`config.mk`:
```
export PLATFORM = sky130hd
export DESIGN_NAME = rgb_to_hsl_converter
export DESIGN_NICKNAME = d
export VERILOG_FILES = /design/src/hw/rtl/rhc_pkg.sv /design/src/hw/rtl/rgb_to_hsl_converter.sv /design/src/hw/rtl/rhc_front.sv /design/src/hw/rtl/rhc_div_stage.sv /design/src/hw/rtl/rhc_back.sv
export VERILOG_INCLUDE_DIRS = /design/src /design/src/hw/rtl
export SDC_FILE = /design/constraint.sdc
export NUM_CORES = 1
export LEC_CHECK = 0
export BUFFER_PORTS_ARGS = -buffer_cell sky130_fd_sc_hd__buf_2
export CAP_MARGIN = 20
export CORE_ASPECT_RATIO = 1.2
export CORE_MARGIN = 4
export CORE_UTILIZATION = 56
export DETAILED_ROUTE_END_ITERATION = 8
export GPL_ROUTABILITY_DRIVEN = 0
export PLACE_DENSITY = 0.81
export SLEW_MARGIN = 30
export SYNTH_ARGS = -nofsm -noshare
export SYNTH_HDL_FRONTEND = slang
export SYNTH_HIERARCHICAL = 1
export SYNTH_SLANG_ARGS = --single-unit
```
`constraint.sdc`:
```
create_clock -name clk -period 24.2 [get_ports clk]
set_input_delay 3.63 -clock clk [delete_from_list [all_inputs] [get_ports clk]]
set_output_delay 3.63 -clock clk [all_outputs]
set_load 0.05 [all_outputs]
```
`src/hw/rtl/rgb_to_hsl_converter_macros.svh`:
```
// Assertion macros shared by the RGB to HSL converter modules.
// Every macro expects clk and rst_n to be visible where it is used.
`ifndef RGB_TO_HSL_CONVERTER_MACROS_SVH
`define RGB_TO_HSL_CONVERTER_MACROS_SVH

// A condition that must hold at every clock edge outside reset.
`define RHC_ASSERT(label, cond, msg) \
    label: assert property (@(posedge clk) disable iff (!rst_n) (cond)) \
        else $error(msg);

// An implication that must hold at every clock edge outside reset.
`define RHC_ASSERT_IMPL(label, ante, cons, msg) \
    label: assert property (@(posedge clk) disable iff (!rst_n) (ante) |-> (cons)) \
        else $error(msg);

`endif

```
`src/hw/rtl/rhc_pkg.sv`:
```
// Types, constants and the divider step function of the RGB to HSL converter.
// Depends on nothing; every RTL module imports it.
package rhc_pkg;

    typedef struct packed {
        logic [7:0] red;
        logic [7:0] green;
        logic [7:0] blue;
    } rgb_t;

    typedef struct packed {
        logic [8:0] hue_deg;
        logic [7:0] saturation;
        logic [7:0] lightness;
    } hsl_t;

    typedef enum logic [1:0] {
        SECT_RED,
        SECT_GREEN,
        SECT_BLUE
    } sector_t;

    typedef struct packed {
        logic [7:0] rem;
        logic [7:0] low;
        logic [7:0] dvs;
    } div_t;

    typedef struct packed {
        div_t       sat;
        div_t       hue;
        logic       neg;
        sector_t    sector;
        logic       grey;
        logic [7:0] light;
    } pipe_t;

    localparam int unsigned DIV_STEPS = 8;

    localparam logic [9:0] CHAN_MAX   = 10'd255;
    localparam logic [9:0] OFFS_GREEN = 10'd120;
    localparam logic [9:0] OFFS_BLUE  = 10'd240;
    localparam logic [9:0] HUE_WRAP   = 10'd360;

    // One restoring division step: shifts one numerator bit into the
    // remainder and one quotient bit into the low byte.
    function automatic div_t div_step(input div_t d);
        logic [8:0] trial;
        div_t       r;
        trial = {d.rem, d.low[7]};
        r     = d;
        if (trial >= {1'b0, d.dvs})
        begin
            r.rem = 8'(trial - {1'b0, d.dvs});
            r.low = {d.low[6:0], 1'b1};
        end
        else
        begin
            r.rem = trial[7:0];
            r.low = {d.low[6:0], 1'b0};
        end
        return r;
    endfunction

endpackage

```
`src/hw/rtl/rgb_to_hsl_converter.sv`:
```
// Top level of the RGB to HSL converter: front end, divider stages, back end.
// Depends on rhc_pkg, rhc_front, rhc_div_stage, rhc_back and the macros.
//
//   channel   signals                               carries
//   input     pixel_valid, pixel_ready, pixel       red, green, blue
//   output    hsl_valid, hsl_ready, hsl             hue_deg, saturation, lightness
//
// The pipeline holds two front-end stages, eight divider stages
// (one quotient bit each) and the output register.
// One pixel is accepted per cycle whenever the output register is free or drained.
// A stall freezes every stage at once, so nothing is lost or repeated.
// Reset clears only the valid bits.
`include "rgb_to_hsl_converter_macros.svh"

module rgb_to_hsl_converter (
    input  logic          clk,
    input  logic          rst_n,
    input  logic          pixel_valid,
    output logic          pixel_ready,
    input  rhc_pkg::rgb_t pixel,
    output logic          hsl_valid,
    input  logic          hsl_ready,
    output rhc_pkg::hsl_t hsl
);
    import rhc_pkg::*;

    logic  adv;
    logic  stage_valid [0:DIV_STEPS];
    pipe_t stage_data  [0:DIV_STEPS];

    assign adv         = !hsl_valid || hsl_ready;
    assign pixel_ready = adv;

    rhc_front u_front (
        .clk       (clk),
        .rst_n     (rst_n),
        .adv       (adv),
        .in_valid  (pixel_valid),
        .in_pix    (pixel),
        .out_valid (stage_valid[0]),
        .out_data  (stage_data[0])
    );

    for (genvar i = 0; i < DIV_STEPS; i++)
    begin : g_div
        rhc_div_stage u_div (
            .clk       (clk),
            .rst_n     (rst_n),
            .adv       (adv),
            .in_valid  (stage_valid[i]),
            .in_data   (stage_data[i]),
            .out_valid (stage_valid[i+1]),
            .out_data  (stage_data[i+1])
        );
    end

    rhc_back u_back (
        .clk       (clk),
        .rst_n     (rst_n),
        .adv       (adv),
        .in_valid  (stage_valid[DIV_STEPS]),
        .in_data   (stage_data[DIV_STEPS]),
        .out_valid (hsl_valid),
        .out_pix   (hsl)
    );

    `RHC_ASSERT_IMPL(hue_in_range, hsl_valid, hsl.hue_deg < 9'd360, "hue out of range")
    `RHC_ASSERT_IMPL(grey_hue_zero, hsl_valid && hsl.saturation == 8'd0, hsl.hue_deg == 9'd0, "zero saturation with nonzero hue")

endmodule

```
`src/hw/rtl/rhc_front.sv`:
```
// Front end of the converter: max/min search, then numerators and divisors.
// Two register stages; depends on rhc_pkg and the assertion macros.
`include "rgb_to_hsl_converter_macros.svh"

module rhc_front (
    input  logic          clk,
    input  logic          rst_n,
    input  logic          adv,
    input  logic          in_valid,
    input  rhc_pkg::rgb_t in_pix,
    output logic          out_valid,
    output rhc_pkg::pipe_t out_data
);
    import rhc_pkg::*;

    logic       a_valid_reg;
    sector_t    a_sector_reg;
    logic [7:0] a_delta_reg;
    logic [8:0] a_sum_reg;
    logic [7:0] a_adiff_reg;
    logic       a_neg_reg;

    sector_t    a_sector_next;
    logic [7:0] a_max;
    logic [7:0] a_min;
    logic [8:0] a_diff;

    logic       b_valid_reg;
    pipe_t      b_data_reg;
    pipe_t      b_data_next;

    logic [9:0]  b_offs;
    logic [9:0]  b_dist;
    logic [9:0]  b_den;
    logic [15:0] b_nhue;
    logic [15:0] b_nsat;

    always_comb
    begin
        if (in_pix.red >= in_pix.green && in_pix.red >= in_pix.blue)
        begin
            a_sector_next = SECT_RED;
            a_max         = in_pix.red;
            a_diff        = {1'b0, in_pix.green} - {1'b0, in_pix.blue};
        end
        else if (in_pix.green >= in_pix.blue)
        begin
            a_sector_next = SECT_GREEN;
            a_max         = in_pix.green;
            a_diff        = {1'b0, in_pix.blue} - {1'b0, in_pix.red};
        end
        else
        begin
            a_sector_next = SECT_BLUE;
            a_max         = in_pix.blue;
            a_diff        = {1'b0, in_pix.red} - {1'b0, in_pix.green};
        end
        a_min = in_pix.red;
        if (in_pix.green < a_min)
        begin
            a_min = in_pix.green;
        end
        if (in_pix.blue < a_min)
        begin
            a_min = in_pix.blue;
        end
    end

    always_ff @(posedge clk or negedge rst_n)
    begin
        if (!rst_n)
        begin
            a_valid_reg <= 1'b0;
        end
        else if (adv)
        begin
            a_valid_reg <= in_valid;
        end
    end

    always_ff @(posedge clk)
    begin
        if (adv)
        begin
            a_sector_reg <= a_sector_next;
            a_delta_reg  <= a_max - a_min;
            a_sum_reg    <= {1'b0, a_max} + {1'b0, a_min};
            a_neg_reg    <= a_diff[8];
            a_adiff_reg  <= a_diff[8] ? 8'(-a_diff) : a_diff[7:0];
        end
    end

    always_comb
    begin
        b_offs = {1'b0, a_sum_reg} - CHAN_MAX;
        b_dist = b_offs[9] ? 10'(-b_offs) : b_offs;
        b_den  = CHAN_MAX - b_dist;
        b_nhue = ({8'b0, a_adiff_reg} << 6) - ({8'b0, a_adiff_reg} << 2);
        b_nsat = {a_delta_reg, 8'b0} - {8'b0, a_delta_reg};

        b_data_next.sat.rem = b_nsat[15:8];
        b_data_next.sat.low = b_nsat[7:0];
        b_data_next.sat.dvs = b_den[7:0];
        b_data_next.hue.rem = b_nhue[15:8];
        b_data_next.hue.low = b_nhue[7:0];
        b_data_next.hue.dvs = a_delta_reg;
        b_data_next.neg     = a_neg_reg;
        b_data_next.sector  = a_sector_reg;
        b_data_next.grey    = (a_delta_reg == 8'd0);
        b_data_next.light   = a_sum_reg[8:1];
    end

    always_ff @(posedge clk or negedge rst_n)
    begin
        if (!rst_n)
        begin
            b_valid_reg <= 1'b0;
        end
        else if (adv)
        begin
            b_valid_reg <= a_valid_reg;
        end
    end

    always_ff @(posedge clk)
    begin
        if (adv)
        begin
            b_data_reg <= b_data_next;
        end
    end

    assign out_valid = b_valid_reg;
    assign out_data  = b_data_reg;

    `RHC_ASSERT_IMPL(a_diff_bounded, a_valid_reg, a_adiff_reg <= a_delta_reg, "hue difference exceeds delta")
    `RHC_ASSERT_IMPL(b_den_covers, b_valid_reg, b_data_reg.sat.dvs >= b_data_reg.hue.dvs, "saturation divisor below delta")

endmodule

```
`src/hw/rtl/rhc_div_stage.sv`:
```
// One register stage of the two restoring dividers (saturation and hue).
// Depends on rhc_pkg and the assertion macros.
`include "rgb_to_hsl_converter_macros.svh"

module rhc_div_stage (
    input  logic           clk,
    input  logic           rst_n,
    input  logic           adv,
    input  logic           in_valid,
    input  rhc_pkg::pipe_t in_data,
    output logic           out_valid,
    output rhc_pkg::pipe_t out_data
);
    import rhc_pkg::*;

    logic  valid_reg;
    pipe_t data_reg;
    pipe_t data_next;

    always_comb
    begin
        data_next     = in_data;
        data_next.sat = div_step(in_data.sat);
        data_next.hue = div_step(in_data.hue);
    end

    always_ff @(posedge clk or negedge rst_n)
    begin
        if (!rst_n)
        begin
            valid_reg <= 1'b0;
        end
        else if (adv)
        begin
            valid_reg <= in_valid;
        end
    end

    always_ff @(posedge clk)
    begin
        if (adv)
        begin
            data_reg <= data_next;
        end
    end

    assign out_valid = valid_reg;
    assign out_data  = data_reg;

    `RHC_ASSERT_IMPL(sat_rem_below, valid_reg && !data_reg.grey, data_reg.sat.rem < data_reg.sat.dvs, "saturation remainder out of range")
    `RHC_ASSERT_IMPL(hue_rem_below, valid_reg && !data_reg.grey, data_reg.hue.rem < data_reg.hue.dvs, "hue remainder out of range")

endmodule

```
`src/hw/rtl/rhc_back.sv`:
```
// Back end of the converter: hue sign, offset and wrap, grey handling.
// Holds the output register; depends on rhc_pkg.
module rhc_back (
    input  logic           clk,
    input  logic           rst_n,
    input  logic           adv,
    input  logic           in_valid,
    input  rhc_pkg::pipe_t in_data,
    output logic           out_valid,
    output rhc_pkg::hsl_t  out_pix
);
    import rhc_pkg::*;

    logic       valid_reg;
    hsl_t       pix_reg;
    hsl_t       pix_next;

    logic [9:0] mag;
    logic [9:0] frac;
    logic [9:0] hue;

    always_comb
    begin
        mag = {2'b0, in_data.hue.low};
        if (in_data.neg && in_data.hue.rem != 8'd0)
        begin
            mag = mag + 10'd1;
        end
        frac = in_data.neg ? 10'(-mag) : mag;
        unique case (in_data.sector)
            SECT_RED:   hue = frac[9] ? frac + HUE_WRAP : frac;
            SECT_GREEN: hue = frac + OFFS_GREEN;
            SECT_BLUE:  hue = frac + OFFS_BLUE;
            default:    hue = 10'd0;
        endcase

        pix_next.hue_deg    = in_data.grey ? 9'd0 : hue[8:0];
        pix_next.saturation = in_data.grey ? 8'd0 : in_data.sat.low;
        pix_next.lightness  = in_data.light;
    end

    always_ff @(posedge clk or negedge rst_n)
    begin
        if (!rst_n)
        begin
            valid_reg <= 1'b0;
        end
        else if (adv)
        begin
            valid_reg <= in_valid;
        end
    end

    always_ff @(posedge clk)
    begin
        if (adv)
        begin
            pix_reg <= pix_next;
        end
    end

    assign out_valid = valid_reg;
    assign out_pix   = pix_reg;

endmodule

```
==> reports/metrics.cfg <==
[synthesis]
syn_avg_cell_area_um2 = 13.2
yosys_warnings = 6
syn_area_mm2 = 0.0293
synth_cells = 2218

[die]
die_w_um = 217
die_area_mm2 = 0.0561
initial_core_util = 0.568
fp.coreArea_mm2 = 0.0516
fp-row-count = 91
die_h_um = 259
pin_count = 55

[global_routing]
antenna_found_initial = 0
grt_overflow_total = 0
grt_pass1_wl_um = 82600
grt_pass1_vias = 17900
grt_usage = 0.175
grt_max_degree = 186

[routing]
wirelength_um = 49200
post-route-drc-count = 0
vias_per_cell = 5.66
met3_wirelength_um = 1990
via_count = 17200
m1WireLength_um = 18200
routedWlPerCell_um = 16.2
route.met2.wl_um = 27000
top_layer_used = met4
dr.first_iter.drc_count = 1085
ant_nets = 0
first_pass_iters = 6

[clocking]
clk_pin_slew_ns = 0.06
numCtsBuffers = 54
clock_latency_ns = 0.60
clock-sinks = 575
cts_tree = done
root_buffer = clkbuf_16
postCtsHoldBufs = 0
htree_levels = 2
cts_setup_buffers = 0
cts_buffer_depth = 3
cts_resized = 0

[sta]
final_max_slew_viol_count = 0
final.min_clock_period_ns = 8.55
max_slew_margin = 0.328
setup_viol = 0
setup_tns_ns = 0
fin_crit_sh = 0.353
rsz0062_at_grt = no
timing_worst_slew_pin_value_ns = 1.01
hold_viol_final = 0
fmax_mhz = 117
finClkSkew_ns = 0.0144

[critical_path]
worst_setup_path_start_kind = input pin
crit_type = in -> reg
cp-end-kind = register
crit_required_ns = 24.55
crit_arrival_ns = 8.90
critPathMaxFanout = 14

[place]
portBuffers = 54
dp.final_hpwl_um = 35200

[layout]
final_net_count = 2534
final_cell_mix = 564 x edfxtp_1, 231 x inv_1, 186 x ha_1
drive_above_1_share = 0.135
areaGrowthSynthToFinish_pct = 9.57
largest_reg_flops = 456
final_common_cell = edfxtp_1
antenna_cells = 0

[run]
cap_violations = 0

[outcome]
outcome = complete, no violations

[min_path]
hp-class = reg -> reg

==> critical path, stage by stage <==
cell and delay, ns:
buf_2 0.13, inv_1 0.08, ha_1 0.31, nand2b_1 0.08, a21oi_2 0.28, a21oi_2 0.12, a21oi_4 0.34, nand2_1 0.09
o21ai_0 0.14, inv_1 0.10, ha_1 0.31, a2111oi_0 0.43, o21ai_0 0.25, o22ai_4 0.52, mux2_1 0.41, ha_1 0.23
fa_1 0.42, a21o_1 0.20, a21oi_1 0.20, o21bai_1 0.08, a21oi_1 0.23, nor2b_1 0.07, o21ai_0 0.15, nand2b_1 0.07
==> metal layers <==
metal  vias up  track usage
li1       8325            -
met2       440        0.339
met5         -            0
met4         0       0.0815
met3       159       0.0300
met1      8253        0.184
==> stage by stage <==
step                hold WS, ns  utilization  instances  instance area [um^2]  worst slack [ns]
floorplan                 0.400            -       2219                 29300              2.90
CTS                       0.404        0.623       3036                 32100             15.70
finish                    0.407        0.623       3036                 32100             15.65
detailed placement        0.405        0.588       2941                 30300             15.09
global route              0.407        0.623       3036                 32100             15.13
global placement          0.400        0.588       2941                 30300             15.30
==> layout make-up <==
cell class | count | area (um^2)
clock buffer | 63 | 1430
clock inverter | 32 | 370
fill | 3673 | 19500
inverter | 240 | 901
multi-input combinational | 1367 | 11000
sequential | 575 | 17200
tap | 697 | 872
timing repair buffer | 62 | 350
==> path summary, 6_finish.rpt <==
kind / to / slack, ns / from / cells past startpoint
worst max register to register: u_back/out_pix[24]$_SDFFCE_PP0P_ / 20.48 / g_div[7].u_div/out_data[20]$_DFFE_PP_ / 11
worst min register to register: g_div[3].u_div/out_data[22]$_DFFE_PP_ / 0.41 / g_div[2].u_div/out_data[21]$_DFFE_PP_ / 0
worst min-delay path: g_div[3].u_div/out_data[22]$_DFFE_PP_ / 0.41 / g_div[2].u_div/out_data[21]$_DFFE_PP_ / 0
worst max-delay path: u_front/a_sum_reg[8]$_DFFE_PP_ / 15.65 / pixel[9] / 24
min in group asynchronous: g_div[2].u_div/out_valid$_DFFE_PN0P_ / 2.89 / rst_n / 1
max in group asynchronous: g_div[4].u_div/out_valid$_DFFE_PN0P_ / 21.12 / rst_n / 1
Power is left out: the tool's default activity adds up to more than one toggle a clock period on the data nets, which glitch-free logic cannot reach.
